### config.mk
export PLATFORM = sky130hd
export DESIGN_NAME = rle_escape_encoder_unit
export DESIGN_NICKNAME = d
export VERILOG_FILES = /design/src/rtl/rlee_pkg.sv /design/src/rtl/rlee_front.sv /design/src/rtl/rlee_cmd_fifo.sv /design/src/rtl/rlee_back.sv /design/src/rtl/rle_escape_encoder_unit.sv
export SDC_FILE = /design/constraint.sdc
export NUM_CORES = 1
export LEC_CHECK = 0
export BUFFER_PORTS_ARGS = -buffer_cell sky130_fd_sc_hd__clkbuf_2
export CORE_MARGIN = 2
export CORE_UTILIZATION = 27
export CTS_CLUSTER_SIZE = 30
export DETAILED_ROUTE_END_ITERATION = 7
export GPL_TIMING_DRIVEN = 0
export PLACE_DENSITY_LB_ADDON = 0.3
export SETUP_SLACK_MARGIN = 0.1
export SLEW_MARGIN = 20
export SYNTH_ARGS = -nofsm -noshare
export SYNTH_HDL_FRONTEND = slang
export SYNTH_SLANG_ARGS = --single-unit
### constraint.sdc
create_clock -name i_clk -period 9.8 [get_ports i_clk]
set_input_delay 1.96 -clock i_clk [delete_from_list [all_inputs] [get_ports i_clk]]
set_output_delay 1.96 -clock i_clk [all_outputs]
set_load 0.03 [all_outputs]
### src/rtl/rlee_pkg.sv
`timescale 1ns / 1ps
// ----------------------------------------------------------------------------
// rlee_pkg
// Shared types, constants and register indexes of the run-length encoder.
// ----------------------------------------------------------------------------
package rlee_pkg;

    localparam int unsigned BYTE_W            = 8;
    localparam int unsigned CFG_IDX_W         = 2;
    localparam int unsigned CMD_DEPTH_DEFAULT = 4;

    localparam logic [BYTE_W-1:0] ESCAPE_RESET  = 8'h02;
    localparam logic [BYTE_W-1:0] MAX_RUN_RESET = 8'd250;
    localparam logic [BYTE_W-1:0] MIN_RUN_RESET = 8'd4;
    localparam logic [BYTE_W-1:0] MIN_RUN_CAP   = 8'd4;

    typedef enum logic [CFG_IDX_W-1:0] {
        CFG_ESCAPE_CODE = 2'd0,
        CFG_MAX_RUN     = 2'd1,
        CFG_MIN_RUN     = 2'd2
    } t_cfg_idx;

    typedef struct packed {
        logic [BYTE_W-1:0] escape_code;
        logic [BYTE_W-1:0] max_run;
        logic [BYTE_W-1:0] min_run;
    } t_cfg;

    // One chunk of a run: sent as a block or as literal copies.
    typedef struct packed {
        logic              block;
        logic [BYTE_W-1:0] count;
        logic [BYTE_W-1:0] value;
    } t_chunk;

    // Work caused by one input item: the chunk cut off by the item and
    // the chunk flushed at the end of the stream.
    typedef struct packed {
        logic   a_valid;
        t_chunk a;
        logic   b_valid;
        t_chunk b;
        logic   stream_end;
    } t_cmd;

endpackage

### src/rtl/rlee_front.sv
`timescale 1ns / 1ps
// ----------------------------------------------------------------------------
// rlee_front
// Holds the current run and turns each accepted byte into a chunk command.
// ----------------------------------------------------------------------------
module rlee_front
    import rlee_pkg::*;
(
    input  logic              i_clk,
    input  logic              i_rst_n,
    input  t_cfg              i_cfg,
    input  logic              i_accept,
    input  logic [BYTE_W-1:0] i_data_byte,
    input  logic              i_stream_end,
    output logic              o_cmd_valid,
    output t_cmd              o_cmd
);

    logic [BYTE_W-1:0] r_held_byte;
    logic [BYTE_W-1:0] n_held_byte;
    logic [BYTE_W-1:0] r_run_length;
    logic [BYTE_W-1:0] n_run_length;
    logic [BYTE_W-1:0] limit;
    logic [BYTE_W-1:0] grown_byte;
    logic [BYTE_W-1:0] grown_length;
    logic              extend;

    assign limit  = (i_cfg.min_run > MIN_RUN_CAP) ? MIN_RUN_CAP : i_cfg.min_run;
    assign extend = (r_run_length != '0) && (i_data_byte == r_held_byte)
                    && (r_run_length < i_cfg.max_run);

    assign grown_byte   = extend ? r_held_byte : i_data_byte;
    assign grown_length = extend ? (r_run_length + 8'd1) : 8'd1;

    always_comb begin
        o_cmd.a_valid    = !extend && (r_run_length != '0);
        o_cmd.a.value    = r_held_byte;
        o_cmd.a.count    = r_run_length;
        o_cmd.a.block    = (r_held_byte == i_cfg.escape_code) || (r_run_length >= limit);
        o_cmd.b_valid    = i_stream_end;
        o_cmd.b.value    = grown_byte;
        o_cmd.b.count    = grown_length;
        o_cmd.b.block    = (grown_byte == i_cfg.escape_code) || (grown_length >= limit);
        o_cmd.stream_end = i_stream_end;
        o_cmd_valid      = i_accept && (o_cmd.a_valid || o_cmd.b_valid);
    end

    always_comb begin
        n_held_byte  = r_held_byte;
        n_run_length = r_run_length;
        if (i_accept) begin
            n_held_byte  = grown_byte;
            n_run_length = i_stream_end ? '0 : grown_length;
        end
    end

    always_ff @(posedge i_clk) begin
        if (!i_rst_n) begin
            r_held_byte  <= '0;
            r_run_length <= '0;
        end else begin
            r_held_byte  <= n_held_byte;
            r_run_length <= n_run_length;
        end
    end

    a_end_clears_run: assert property (@(posedge i_clk) disable iff (!i_rst_n)
        (i_accept && i_stream_end) |=> (r_run_length == '0))
        else $error("Run still held after the end of a stream.");

endmodule

### src/rtl/rlee_cmd_fifo.sv
`timescale 1ns / 1ps
// ----------------------------------------------------------------------------
// rlee_cmd_fifo
// Short command queue between the front and the back of the encoder.
// ----------------------------------------------------------------------------
module rlee_cmd_fifo
    import rlee_pkg::*;
#(
    parameter int unsigned DEPTH = CMD_DEPTH_DEFAULT
) (
    input  logic i_clk,
    input  logic i_rst_n,
    input  logic i_push,
    input  t_cmd i_data,
    output logic o_full,
    input  logic i_pop,
    output logic o_empty,
    output t_cmd o_data
);

    localparam int unsigned PTR_W = (DEPTH > 1) ? $clog2(DEPTH) : 1;
    localparam int unsigned CNT_W = $clog2(DEPTH + 1);
    localparam logic [PTR_W-1:0] LAST_PTR = PTR_W'(DEPTH - 1);
    localparam logic [CNT_W-1:0] FULL_CNT = CNT_W'(DEPTH);

    t_cmd             r_mem [DEPTH];
    logic [PTR_W-1:0] r_wr_ptr;
    logic [PTR_W-1:0] n_wr_ptr;
    logic [PTR_W-1:0] r_rd_ptr;
    logic [PTR_W-1:0] n_rd_ptr;
    logic [CNT_W-1:0] r_count;
    logic [CNT_W-1:0] n_count;
    logic             do_push;
    logic             do_pop;

    assign o_full  = (r_count == FULL_CNT);
    assign o_empty = (r_count == '0);
    assign do_push = i_push && !o_full;
    assign do_pop  = i_pop && !o_empty;
    assign o_data  = r_mem[r_rd_ptr];

    always_comb begin
        n_wr_ptr = r_wr_ptr;
        n_rd_ptr = r_rd_ptr;
        n_count  = r_count;
        if (do_push) begin
            n_wr_ptr = (r_wr_ptr == LAST_PTR) ? '0 : (r_wr_ptr + 1'b1);
        end
        if (do_pop) begin
            n_rd_ptr = (r_rd_ptr == LAST_PTR) ? '0 : (r_rd_ptr + 1'b1);
        end
        if (do_push && !do_pop) begin
            n_count = r_count + 1'b1;
        end else if (do_pop && !do_push) begin
            n_count = r_count - 1'b1;
        end
    end

    always_ff @(posedge i_clk) begin
        if (do_push) begin
            r_mem[r_wr_ptr] <= i_data;
        end
    end

    always_ff @(posedge i_clk) begin
        if (!i_rst_n) begin
            r_wr_ptr <= '0;
            r_rd_ptr <= '0;
            r_count  <= '0;
        end else begin
            r_wr_ptr <= n_wr_ptr;
            r_rd_ptr <= n_rd_ptr;
            r_count  <= n_count;
        end
    end

    a_no_overflow: assert property (@(posedge i_clk) disable iff (!i_rst_n)
        !(i_push && o_full))
        else $error("Command pushed into a full queue.");

    a_no_underflow: assert property (@(posedge i_clk) disable iff (!i_rst_n)
        !(i_pop && o_empty))
        else $error("Command popped from an empty queue.");

endmodule

### src/rtl/rlee_back.sv
`timescale 1ns / 1ps
// ----------------------------------------------------------------------------
// rlee_back
// Expands chunk commands into code bytes, one per cycle while the result
// register is empty or being popped, into that register.
// ----------------------------------------------------------------------------
module rlee_back
    import rlee_pkg::*;
(
    input  logic              i_clk,
    input  logic              i_rst_n,
    input  logic [BYTE_W-1:0] i_escape_code,
    input  logic              i_cmd_valid,
    input  t_cmd              i_cmd,
    output logic              o_cmd_pop,
    input  logic              i_pop,
    output logic              o_empty,
    output logic [BYTE_W-1:0] o_code_byte,
    output logic              o_item_done,
    output logic              o_stream_done
);

    logic              r_on_b;
    logic              n_on_b;
    logic [1:0]        r_idx;
    logic [1:0]        n_idx;
    logic              r_out_valid;
    logic              n_out_valid;
    logic [BYTE_W-1:0] r_code_byte;
    logic              r_item_done;
    logic              r_stream_done;
    t_chunk            cur;
    logic              cur_is_b;
    logic [1:0]        len;
    logic              last_of_chunk;
    logic              last_of_cmd;
    logic              advance;
    logic [BYTE_W-1:0] next_byte;

    assign cur_is_b      = r_on_b || !i_cmd.a_valid;
    assign cur           = cur_is_b ? i_cmd.b : i_cmd.a;
    assign len           = cur.block ? 2'd3 : cur.count[1:0];
    assign last_of_chunk = (r_idx == (len - 2'd1));
    assign last_of_cmd   = last_of_chunk && (cur_is_b || !i_cmd.b_valid);
    assign advance       = i_cmd_valid && (!r_out_valid || i_pop);
    assign o_cmd_pop     = advance && last_of_cmd;

    always_comb begin
        next_byte = cur.value;
        if (cur.block) begin
            case (r_idx)
                2'd0:    next_byte = i_escape_code;
                2'd1:    next_byte = cur.count;
                default: next_byte = cur.value;
            endcase
        end
    end

    always_comb begin
        n_on_b      = r_on_b;
        n_idx       = r_idx;
        n_out_valid = r_out_valid && !i_pop;
        if (advance) begin
            n_out_valid = 1'b1;
            if (last_of_cmd) begin
                n_on_b = 1'b0;
                n_idx  = '0;
            end else if (last_of_chunk) begin
                n_on_b = 1'b1;
                n_idx  = '0;
            end else begin
                n_idx = r_idx + 2'd1;
            end
        end
    end

    always_ff @(posedge i_clk) begin
        if (!i_rst_n) begin
            r_on_b      <= 1'b0;
            r_idx       <= '0;
            r_out_valid <= 1'b0;
        end else begin
            r_on_b      <= n_on_b;
            r_idx       <= n_idx;
            r_out_valid <= n_out_valid;
        end
    end

    always_ff @(posedge i_clk) begin
        if (advance) begin
            r_code_byte   <= next_byte;
            r_item_done   <= last_of_cmd;
            r_stream_done <= last_of_cmd && i_cmd.stream_end;
        end
    end

    assign o_empty       = !r_out_valid;
    assign o_code_byte   = r_code_byte;
    assign o_item_done   = r_item_done;
    assign o_stream_done = r_stream_done;

    a_idx_in_range: assert property (@(posedge i_clk) disable iff (!i_rst_n)
        r_idx != 2'd3)
        else $error("Byte index within a chunk out of range.");

    a_stream_done_ends_item: assert property (@(posedge i_clk) disable iff (!i_rst_n)
        (r_out_valid && r_stream_done) |-> r_item_done)
        else $error("End of stream marked on a byte that does not end its item.");

endmodule

### src/rtl/rle_escape_encoder_unit.sv
`timescale 1ns / 1ps
// ----------------------------------------------------------------------------
// rle_escape_encoder_unit
// Streaming run-length encoder with an escape byte.
// ----------------------------------------------------------------------------
// One byte is accepted every cycle while the command queue (CMD_DEPTH entries)
// has room; a byte that only extends the held run produces nothing. A byte
// that closes a chunk or ends the stream produces one to six code bytes, which
// leave through the result register at one byte per cycle while the reader
// pops, so the sustained rate is set by the output side: one code byte per
// cycle. No clearing pass is needed after reset.
// ----------------------------------------------------------------------------
module rle_escape_encoder_unit
    import rlee_pkg::*;
#(
    parameter int unsigned CMD_DEPTH = CMD_DEPTH_DEFAULT
) (
    input  logic                 i_clk,
    input  logic                 i_rst_n,
    input  logic                 i_cfg_we,
    input  logic [CFG_IDX_W-1:0] i_cfg_idx,
    input  logic [BYTE_W-1:0]    i_cfg_data,
    input  logic                 push,
    output logic                 full,
    input  logic [BYTE_W-1:0]    i_data_byte,
    input  logic                 i_stream_end,
    output logic                 empty,
    input  logic                 pop,
    output logic [BYTE_W-1:0]    o_code_byte,
    output logic                 o_item_done,
    output logic                 o_stream_done
);

    t_cfg r_cfg;
    t_cfg n_cfg;
    logic accept;
    logic cmd_valid;
    t_cmd cmd_in;
    t_cmd cmd_head;
    logic cmd_empty;
    logic cmd_pop;

    always_comb begin
        n_cfg = r_cfg;
        if (i_cfg_we) begin
            case (i_cfg_idx)
                CFG_ESCAPE_CODE: n_cfg.escape_code = i_cfg_data;
                CFG_MAX_RUN:     n_cfg.max_run     = i_cfg_data;
                CFG_MIN_RUN:     n_cfg.min_run     = i_cfg_data;
                default:         n_cfg             = r_cfg;
            endcase
        end
    end

    always_ff @(posedge i_clk) begin
        if (!i_rst_n) begin
            r_cfg.escape_code <= ESCAPE_RESET;
            r_cfg.max_run     <= MAX_RUN_RESET;
            r_cfg.min_run     <= MIN_RUN_RESET;
        end else begin
            r_cfg <= n_cfg;
        end
    end

    assign accept = push && !full;

    rlee_front u_front (
        .i_clk        (i_clk),
        .i_rst_n      (i_rst_n),
        .i_cfg        (r_cfg),
        .i_accept     (accept),
        .i_data_byte  (i_data_byte),
        .i_stream_end (i_stream_end),
        .o_cmd_valid  (cmd_valid),
        .o_cmd        (cmd_in)
    );

    rlee_cmd_fifo #(
        .DEPTH (CMD_DEPTH)
    ) u_cmd_fifo (
        .i_clk   (i_clk),
        .i_rst_n (i_rst_n),
        .i_push  (cmd_valid),
        .i_data  (cmd_in),
        .o_full  (full),
        .i_pop   (cmd_pop),
        .o_empty (cmd_empty),
        .o_data  (cmd_head)
    );

    rlee_back u_back (
        .i_clk         (i_clk),
        .i_rst_n       (i_rst_n),
        .i_escape_code (r_cfg.escape_code),
        .i_cmd_valid   (!cmd_empty),
        .i_cmd         (cmd_head),
        .o_cmd_pop     (cmd_pop),
        .i_pop         (pop),
        .o_empty       (empty),
        .o_code_byte   (o_code_byte),
        .o_item_done   (o_item_done),
        .o_stream_done (o_stream_done)
    );

endmodule
# Yosys cells after proc, flatten, opt, wreduce, memory -nomap -nowiden
# Memories as Yosys holds them, arrays and structs flattened. A register that Yosys moved wholly into a read port is not among the register bits.
# Cells that the tools add are included.
# totals
ff_bits	61
ram_bits	148
input_bits	24
output_inout_bits	12
word_cells	96
mem_count	1
# op_classes
add_sub_neg	7
n_lt_le_gt_ge	4
eq_ne	10
muxes	21
n_reduce_logical	39
# memory_table
memory	words	width	read_ports	rd_ports_with_merged_regs	write_ports	line	source
u_cmd_fifo.r_mem	4	37	1	1	1	rlee_cmd_fifo.sv:26	t_cmd r_mem [DEPTH];
# ops
op	count
8-bit two-way mux	5
8-bit equality test	3
17-bit two-way mux	1
8-bit greater-or-equal comparator	2
8-bit case mux with 2 select lines	1
1-bit logical AND	14
2-bit two-way mux	7
1-bit zero test	9
8-bit by 1-bit adder with 8-bit output, second input constant	1
8-bit by 3-bit > comparator with 1-bit output, second input constant	1
8-bit less-than comparator	1
2-bit AND reduction	4
8-bit nonzero test	1
2-bit by 1-bit adder with 2-bit output, second input constant	3
2-bit equality test, second input constant	3
1-bit logical OR	6
3-bit two-way mux	2
1-bit two-way mux	5
2-bit by 1-bit equality test with 1-bit output, second input constant	2
2-bit zero test	2
2-bit nonzero test	2
3-bit by 1-bit adder with 3-bit output, second input constant	1
3-bit equality test, second input constant	1
3-bit zero test	1
other kinds (3)	3

# Depth between registers and ports, before layout
# Gate-level depths: netlist of run 1.
# logic_depth
word_depth	12
depth_mapped	16
depth_no_buf	16

# By module
# Synthesis of run 1 repeated with hierarchy kept, for this count alone.
# hier_totals
hier_cells	654
area_unflattened_um2	9623.0
# modules_own_cells
mod	instances	cells_each	area_per_inst_um2	seq_area_each_um2
rlee_cmd_fifo	1	244	5875.6	4624.4
rlee_front	1	218	1781.7	320.3
rlee_back	1	93	999.7	380.4
rle_escape_encoder_unit	1	99	965.9	480.5

# Least setup slack after synthesis of run 1
# OpenSTA, ideal clock, no wires.
# synth_timing
path_type	input-to-reg
from	input i_data_byte[4]
to	memory u_cmd_fifo.r_mem[0][17] (netlist bit), data pin
setup_time_ns	0.291
t_arrival_ns	4.183
t_required_ns	9.509
path_slack_ns	5.326
path_stages	14
n_path_buf	0
path_cell_list	xor2_1 a211o_1 a2111oi_4 o21a_4 nand2_1 inv_1 ha_1 nand2b_1 a21o_1 a21oi_1 nor2b_1 o21ai_0 o2bb2ai_1 o21ai_0
# synth_rtl
item	line	source
from (decl)	rle_escape_encoder_unit.sv:25	input logic [BYTE_W-1:0] i_data_byte,
to (decl)	rlee_cmd_fifo.sv:26	

==> results.ini, run 1 <==
[place]
routabilityCongestion=0.7738
postPlaceCellArea_mm2=0.01002
post-place-ws_ns=4.526
place_hpwl_um=14280
io_buffers=34

[pwr]
peakVddDrop_v=0.0001603
p_per_area_mw_per_mm2=231.3
leakage_nw=3.814
finalPower_mw=2.473

[yosys]
synth_ff_type=edfxtp_1
ys_top_cells_by_count=edfxtp_1, dfxtp_1, nand2_1
yosys_warnings=0
synthCells=625
synth.distinct_cells=53
netlist_area_mm2=0.009193
synth-xor-area-share=0.03144
synthSimpleGateAreaFrac=0.08153
synth_top_area_share=0.5031
synth.area.top_cells=edfxtp_1, dfxtp_1, mux4_2, ha_1, mux2i_1
muxShareOfSynthArea=0.1333
ys_seq_area_frac=0.6185
synthAdderAreaFrac=0.04709
synth_compound_area_frac=0.06288
synth_enable_flop_cells=154
synth_top_family_by_area=multiplexers
syn_avg_cell_area_um2=14.71
yosysMostFrequentCell=edfxtp_1
async_flop_share=0
synth_seq_cells=207
synth_top_area_cell=edfxtp_1

[clock_tree]
cts_resized=0
cts_tree=yes
cts.sinks=207
cts_buffer_depth=3
cts_setup_buffers=0
clkTransAtPathRegs_ns=0.05
numCtsBuffers=23
clk_latency_ns=0.52
hold_buffers=0
h-tree-depth=1
root_buffer=clkbuf_16

[global_route]
grt_pass1_wl_um=31900
grt_pass1_vias=5312
grt_use_total=0.1174
grt.overflow.total=0
antenna_found_initial=0
grt_max_degree=37

[floorplan]
die-area_mm2=0.03554
io_pins=36
die_x_um=188.5
row_count=67
core-area_mm2=0.03353
die_h_um=188.5
start_util=0.2741

[critical_path]
cp-start-kind=input pin
max_stage_delay_ns=0.39
cp-end-kind=flop
crit_type=input pin to flop
crit_top_cell=o21ai_0
crit_path_cell_trace=clkbuf_2 > xor2_1 > a211o_1 > a2111oi_4 > o21a_4 > nand2_1 > inv_1 > ha_1 > nand2b_1 > a21o_1 > a21oi_1 > nor2b_1 > o21ai_0 > o2bb2ai_1 > o21ai_0
critPathSlowestCell=a2111oi_4
required_ns=9.99
crit_arrival_ns=4.91
critical_path.top_delay_family=compound AO/OA/AOI/OAI gates
worst-path-buf-inv=2
critical_path.max_fanout=6

[sta]
fin_crit_ns=4.723
fin_setup_tns_ns=0
worst_pin_slew_ns=0.8336
max_freq_ghz=0.2117
slew_headroom=0.4284
hold_viol_final=0
finalCritPeriodShare=0.4819
drv_slew=0
fin_ws_ns=5.077
rsz0062_at_grt=no
setup_violations=0
clock_skew_ns=0.02232

[cells_and_area]
nNetsFinal=753
fillers=3415
design_area_mm2=0.01069
drive_above_1_share=0.1840
area_growth_pct=16.29
fin_util=0.3188
diodes=0

[route]
drtIter0Drc=329
vias=5195
wirelength_um=20550
drc_errors=0
vias_per_cell=4.478
ant_nets=0
wl_per_cell_um=17.71
dr.pass1.iters=4

[flow_run]
drv_cap=0

[status]
status=finished, final reports clean

[min_path]
hold_path.class=flop to flop

-- worst reg2reg max path, delay by kind of cell, from the launching register on --
| family | cells | cell delay (ns) |
|---|---|---|
| AO/OA/AOI/OAI | 8 | 1.87 |
| adder cells (fa/ha/maj) | 2 | 0.43 |
| AND/OR/NAND/NOR | 4 | 0.54 |
| buffers and inverters | 2 | 0.22 |
| flip-flops | 1 | 0.53 |
-- state kept, by name (all words and copies together) (netlist names), named ones only --
register              cells
r_cfg                    24
u_back.o_code_byte        8
u_back.o_item_done        1
u_back.o_stream_done      1
u_back.r_idx              2
u_back.r_on_b             1
u_back.r_out_valid        1
u_cmd_fifo.r_count        3
u_cmd_fifo.r_mem        144
u_cmd_fifo.r_rd_ptr       2
u_cmd_fifo.r_wr_ptr       2
u_front.r_held_byte       8
u_front.r_run_length      8
-- stage by stage --
stage,hold slack [ns],std cells
floorplan,0.4329,634
global placement,0.4580,1116
detailed placement,0.4705,1118
CTS,0.4801,1160
global route,0.4892,1160
finish,0.4739,1160
-- layout by cell type (no fill, tap or decap), types with 18 or more instances in the layout --
| master | synthesis | routed |
|---|---|---|
| clkbuf_2 | 0 | 34 |
| nand2_1 | 50 | 50 |
| nor2_1 | 18 | 18 |
| xor2_1 | 19 | 19 |
| ha_1 | 33 | 33 |
| edfxtp_1 | 154 | 154 |
| clkbuf_16 | 0 | 23 |
| inv_1 | 20 | 20 |
| mux4_2 | 35 | 35 |
| dfxtp_1 | 53 | 53 |
| clkbuf_1 | 19 | 26 |
| nor2b_1 | 23 | 23 |
| mux2i_1 | 32 | 32 |
-- kinds of logic (layout without fill, tap and decap cells) --
group | after synthesis | after routing
buf+inv | 53 | 131
compound gates | 79 | 79
simple gates | 142 | 142
fa+ha+maj | 34 | 34
flops | 207 | 207
xor+xnor | 33 | 33
mux | 76 | 76
other cells | 1 | 10
-- layer usage --
metal	global-route usage	wire length [um]	vias up
met5	0	0	-
met3	0.01788	880	30
met4	0.02374	349	0
met1	0.1703	10100	2577
met2	0.1865	9218	96
li1	-	-	2492
-- power by group --
group	internal, mW	switching [mW]
registers	1.05	0.0381
clock network	0.440	0.340
logic	0.249	0.359
-- cell type report --
cell class / count / area [um^2] / share of cell area
Multi-Input combinational cell: 374 / 3319 / 0.3105
Sequential cell: 207 / 5685 / 0.5318
Timing Repair Buffer: 36 / 225.2 / 0.02107
Tap cell: 448 / 560.5 / 0.05243
Inverter: 20 / 75.07 / 0.007022
Clock buffer: 31 / 615.6 / 0.05758
Clock inverter: 11 / 55.05 / 0.005150
Buffer: 33 / 153.9 / 0.01440
-- worst paths after layout --
| path | start | end | cells after the start | slack, ns |
|---|---|---|---|---|
| worst max-delay path | i_data_byte[4] | u_cmd_fifo.r_mem[3][17] | 15 | 5.08 |
| worst min-delay path | r_cfg[10] | r_cfg[10] | 2 | 0.47 |
| worst min register to register | r_cfg[10] | r_cfg[10] | 2 | 0.47 |
| worst max register to register | u_front.r_run_length[0] | u_cmd_fifo.r_mem[3][17] | 16 | 5.86 |
Power figures use the tool's default switching activity.
==> run 2: changes to the inputs <==
ABC_AREA = 1   (was not set)
clock period = 4 ns   (was 9.8 ns; I/O delays follow)
==> results.ini, run 2 <==
[cells_and_area]
largest_reg_flops=144
regArea_mm2=0.005685
multiInputGateArea_mm2=0.003149
layout_common_cells=edfxtp_1, nand2_1, nor2_1
layout_commonest_cell=edfxtp_1
top_regs=u_cmd_fifo.r_mem x144, r_cfg x24
nNetsFinal=1042
largest-register=u_cmd_fifo.r_mem
area_growth_pct=18.74
fillers=3458
diodes=0
drive_above_1_share=0.1151
finalNonFillerCells=1447

[yosys]
synth.distinct_cells=46
synth_enable_flop_cells=154
ys_top_cells_by_count=edfxtp_1, nand2_1, nor2_1
synth_top_area_cell=edfxtp_1
yosysMostFrequentCell=edfxtp_1
ys_seq_area_frac=0.6122
synth_ff_type=edfxtp_1
async_flop_share=0
syn_avg_cell_area_um2=10.25
synth_seq_cells=207
synth_top_area_share=0.4980
netlist_area_mm2=0.009286
synthCells=906
yosys_warnings=0
synth.area.top_cells=edfxtp_1, dfxtp_1, nand2_1, o21ai_0, nor2_1

[floorplan]
io_pins=36
die_x_um=189.5
die-area_mm2=0.03589
start_util=0.2756
core-area_mm2=0.03370
row_count=67
die_h_um=189.5

[place]
io_buffers=35
routabilityCongestion=0.8314
dp_cells=1406
place_hpwl_um=17160

[pwr]
leakage_nw=4.258
peakVddDrop_v=0.0003446
finalPower_mw=6.343
p_per_area_mw_per_mm2=575.2

[sta]
whs_ns=0.4566
hold_viol_final=0
slew_headroom=0.4454
fin_crit_ns=3.569
setup_violations=0
clock_skew_ns=0.01421
finalCritPeriodShare=0.8922
drv_slew=0
rsz0062_at_grt=no
max_freq_ghz=0.2802
worst_pin_slew_ns=0.8232

[critical_path]
cp-start-kind=flop
crit_top_cell=nand2_1
crit_type=flop to flop
worst-path-buf-inv=0
required_ns=4.23
max_stage_delay_ns=0.74
critical_path.max_fanout=9
critical_path.top_delay_family=simple AND/OR/NAND/NOR gates
cp-end-kind=flop
crit_arrival_ns=3.80
critPathSlowestCell=nor3b_1
crit_path_cell_trace=ha_1 > nand2_1 > o21ai_0 > a211oi_1 > nand2_1 > nor2_1 > nand3_2 > nor3b_1 > ha_1 > nand2_1 > nor2_1 > a21oi_1 > nand3_1

[global_route]
use_met3=0.01946
antenna_found_initial=0
busiest_layer=met2
grt_use_total=0.1367
grt_pass1_wl_um=37520
use_met2=0.2249
grt_max_degree=20
grt_use_met1=0.1877
grt.overflow.total=0
grt_pass1_vias=6429

[clock_tree]
cts.sinks=207
root_buffer=clkbuf_16
clkTransAtPathRegs_ns=0.06
cts_buffer_depth=3
clk_latency_ns=0.52
h-tree-depth=1
cts_tree=yes
numCtsBuffers=24
hold_buffers=0

[route]
wl_per_cell_um=16.78
ant_nets=0
drtIter0Drc=579
drc_errors=0
wirelength_um=24280
vias=6693
vias_per_cell=4.625
dr.pass1.iters=5

[flow_run]
drv_cap=0

[min_path]
hold_path.class=flop to flop

[status]
status=finished, final reports clean

==> run 2: cell count changes in the layout (fill, tap and decap cells not counted), sizes merged, moves of 31 or more <==
cell   delta
nor2    +105
nand2    +97
o21ai    +80
inv      +64
a21oi    +41
mux4     -36
mux2i    -31
==> run 2: worst paths after layout <==
kind                            depth (start not counted)                    start                       to  slack (ns)
worst max-delay path                                   13  u_front.r_run_length[7]  u_cmd_fifo.r_mem[2][17]        0.43
worst min register to register                          2                 r_cfg[8]                 r_cfg[8]        0.46
worst max register to register                         13  u_front.r_run_length[7]  u_cmd_fifo.r_mem[2][17]        0.43
worst min-delay path                                    2                 r_cfg[8]                 r_cfg[8]        0.46
==> run 2: metal layers <==
| layer | part of all wire | vias up | wire, um |
|---|---|---|---|
| met5 | 0 | - | 0 |
| li1 | - | 3271 | - |
| met3 | 0.050 | 33 | 1205 |
| met1 | 0.46 | 3203 | 11210 |
| met4 | 0.021 | 0 | 520 |
| met2 | 0.47 | 186 | 11340 |
==> run 2: layout make-up <==
cell class                      count  area share
Buffer                             42     0.01838
Tap cell                          448     0.05083
Multi-Input combinational cell    579      0.2856
Clock inverter                     11    0.009985
Timing Repair Buffer               43     0.03336
Sequential cell                   207      0.5156
Inverter                           87     0.02973
Clock buffer                       30     0.05651
==> run 2: logic make-up (layout without fill, tap and decap cells) <==
family | Yosys count | after routing | share of synthesized area
XOR/XNOR | 17 | 17 | 0.01603
AND/OR/NAND/NOR | 320 | 320 | 0.1446
AO/OA/AOI/OAI | 197 | 197 | 0.1219
other | 1 | 10 | 0.0004038
flip-flops | 207 | 207 | 0.6122
buffers and inverters | 129 | 213 | 0.05713
multiplexers | 1 | 1 | 0.001078
adder cells (fa/ha/maj) | 34 | 34 | 0.04662
==> run 2: timing repair <==
action	4_1_cts	5_1_grt
resized for setup	0	3
setup buffers	0	0
endpoints found under the setup margin	0	6
==> run 2: power breakdown <==
group / switching [mW] / internal (mW)
Combinational: 1.12 / 0.493
Sequential: 0.100 / 2.57
Clock: 0.839 / 1.23
Total: 2.06 / 4.29
==> run 2: per-stage QoR <==
stage	utilization	setup TNS, ns	setup slack, ns	cell area (um^2)
after floorplan	-	0	0.5289	9320
after global placement	0.2984	-249.11	-1.786	10060
after detailed placement	0.3051	-0.09970	-0.02496	10280
after CTS	0.3268	0	0.1202	11010
after global routing	0.3272	0	0.1022	11030
final	0.3272	0	0.4312	11030
==> run 2: worst min-delay path, delay by kind of cell, from the launching register on <==
kind | cells | cell delay, ns
flip-flops | 1 | 0.29
buffers and inverters | 1 | 0.06
AO/OA/AOI/OAI | 1 | 0.06
==> run 3: changes to the inputs <==
PLACE_DENSITY = 0.53   (was not set)
PLACE_DENSITY_LB_ADDON = not set   (was 0.3)
==> results.ini, run 3 (synthesized netlist as in run 2, its figures left out) <==
[sta]
finalCritPeriodShare=0.9042
fin_crit_ns=3.617
fin_ws_ns=0.3832
worst_pin_slew_ns=0.8805
setup_violations=0
rsz0062_at_grt=no
max_freq_ghz=0.2765
hold_viol_final=0
slew_headroom=0.4118
drv_slew=0
whs_ns=0.4508
clock_skew_ns=0.02459
fin_setup_tns_ns=0

[global_route]
antenna_found_initial=0
grt_pass1_wl_um=38050
grt_pass1_vias=6568
grt_use_total=0.1376
grt.overflow.total=0
grt_max_degree=21

[cells_and_area]
area_growth_pct=18.49
diodes=0
fillers=3464
largest-register=u_cmd_fifo.r_mem
largest_reg_flops=144
layout_commonest_cell=edfxtp_1
top_regs=u_cmd_fifo.r_mem x144, r_cfg x24
finalNonFillerCells=1450
layout_common_cells=edfxtp_1, nand2_1, nor2_1
drive_above_1_share=0.1128
nNetsFinal=1041

[pwr]
peakVddDrop_v=0.0004154
finalPower_mw=6.401
p_per_area_mw_per_mm2=581.7
leakage_nw=4.249

[critical_path]
crit_path_cell_trace=ha_1 > nand2_1 > o21ai_0 > a211oi_1 > nand2_1 > nor2_1 > nand3_2 > nand2_1 > nand2_1 > nand2_1 > inv_1 > ha_1 > inv_1 > fa_1 > o21ai_0 > a21oi_1
crit_type=flop to flop
max_stage_delay_ns=0.56
worst-path-buf-inv=2
cp-end-kind=flop
critPathSlowestCell=dfxtp_1
critical_path.max_fanout=9
cp-start-kind=flop
critical_path.top_delay_family=simple AND/OR/NAND/NOR gates
required_ns=4.39
crit_arrival_ns=4.01
crit_top_cell=nand2_1

[route]
dr.pass1.iters=5
drtIter0Drc=420
drc_errors=0
ant_nets=0
wirelength_um=24590
vias=6733
vias_per_cell=4.643
wl_per_cell_um=16.96

[status]
status=finished, final reports clean

[clock_tree]
h-tree-depth=1
numCtsBuffers=25
clk_latency_ns=0.53
cts_tree=yes
clkTransAtPathRegs_ns=0.05
root_buffer=clkbuf_16
cts_buffer_depth=3
hold_buffers=0
cts.sinks=207

[floorplan]
core-area_mm2=0.03370
row_count=67
start_util=0.2756
io_pins=36
die_h_um=189.5
die_x_um=189.5
die-area_mm2=0.03589

[flow_run]
drv_cap=0

[place]
place_hpwl_um=17080
routabilityCongestion=0.8286
dp_cells=1404
io_buffers=35
post-place-ws_ns=-0.01662

[min_path]
hold_path.class=flop to flop

[run 3: metrics by stage]
step | util | cell area (um^2)
after floorplan | - | 9320
after global placement | 0.2984 | 10060
after detailed placement | 0.3031 | 10210
after CTS | 0.3262 | 10990
after global routing | 0.3265 | 11000
final | 0.3265 | 11000
[run 3: where the power goes]
part	total (mW)	internal (mW)	switching, mW
Combinational	1.58	0.468	1.11
Sequential	2.67	2.57	0.101
Clock	2.15	1.30	0.855
[run 3: worst register-to-register path: stages, from the launching register on]
cell	delay, ns
dfxtp_1	0.56
ha_1	0.32
nand2_1	0.08
o21ai_0	0.10
a211oi_1	0.19
nand2_1	0.09
nor2_1	0.17
nand3_2	0.22
nand2_1	0.21
nand2_1	0.11
nand2_1	0.38
inv_1	0.16
ha_1	0.21
inv_1	0.09
fa_1	0.41
o21ai_0	0.16
a21oi_1	0.05
[run 3: what timing repair did]
| item | in CTS | in global routing |
|---|---|---|
| resized for setup | 0 | 2 |
| setup endpoints to repair | 0 | 4 |
| buffers inserted | 0 | 0 |
[run 3: layout make-up]
type,instances,area (um^2),area share
inverters,87,327.8,0.02979
clock inverters,11,105.1,0.009552
multi-input cells,579,3147,0.2860
flip-flops and latches,207,5685,0.5167
well taps,448,560.5,0.05094
clock buffers,35,673.1,0.06118
plain buffers,42,202.7,0.01842
repair buffers,41,301.5,0.02740
[run 3: metal layers]
metal	track usage	vias up	share of wire
met5	0	-	0
li1	-	3283	-
met4	0.03787	0	0.024
met1	0.1855	3248	0.46
met3	0.02206	37	0.048
met2	0.2291	165	0.47
[run 3: worst paths after layout]
path	slack, ns	startpoint	endpoint	cells past startpoint
worst max-delay path	0.38	u_front.r_run_length[7]	u_cmd_fifo.r_count[1]	16
worst max register to register	0.38	u_front.r_run_length[7]	u_cmd_fifo.r_count[1]	16
worst min register to register	0.45	r_cfg[8]	r_cfg[8]	2
worst min-delay path	0.45	r_cfg[8]	r_cfg[8]	2
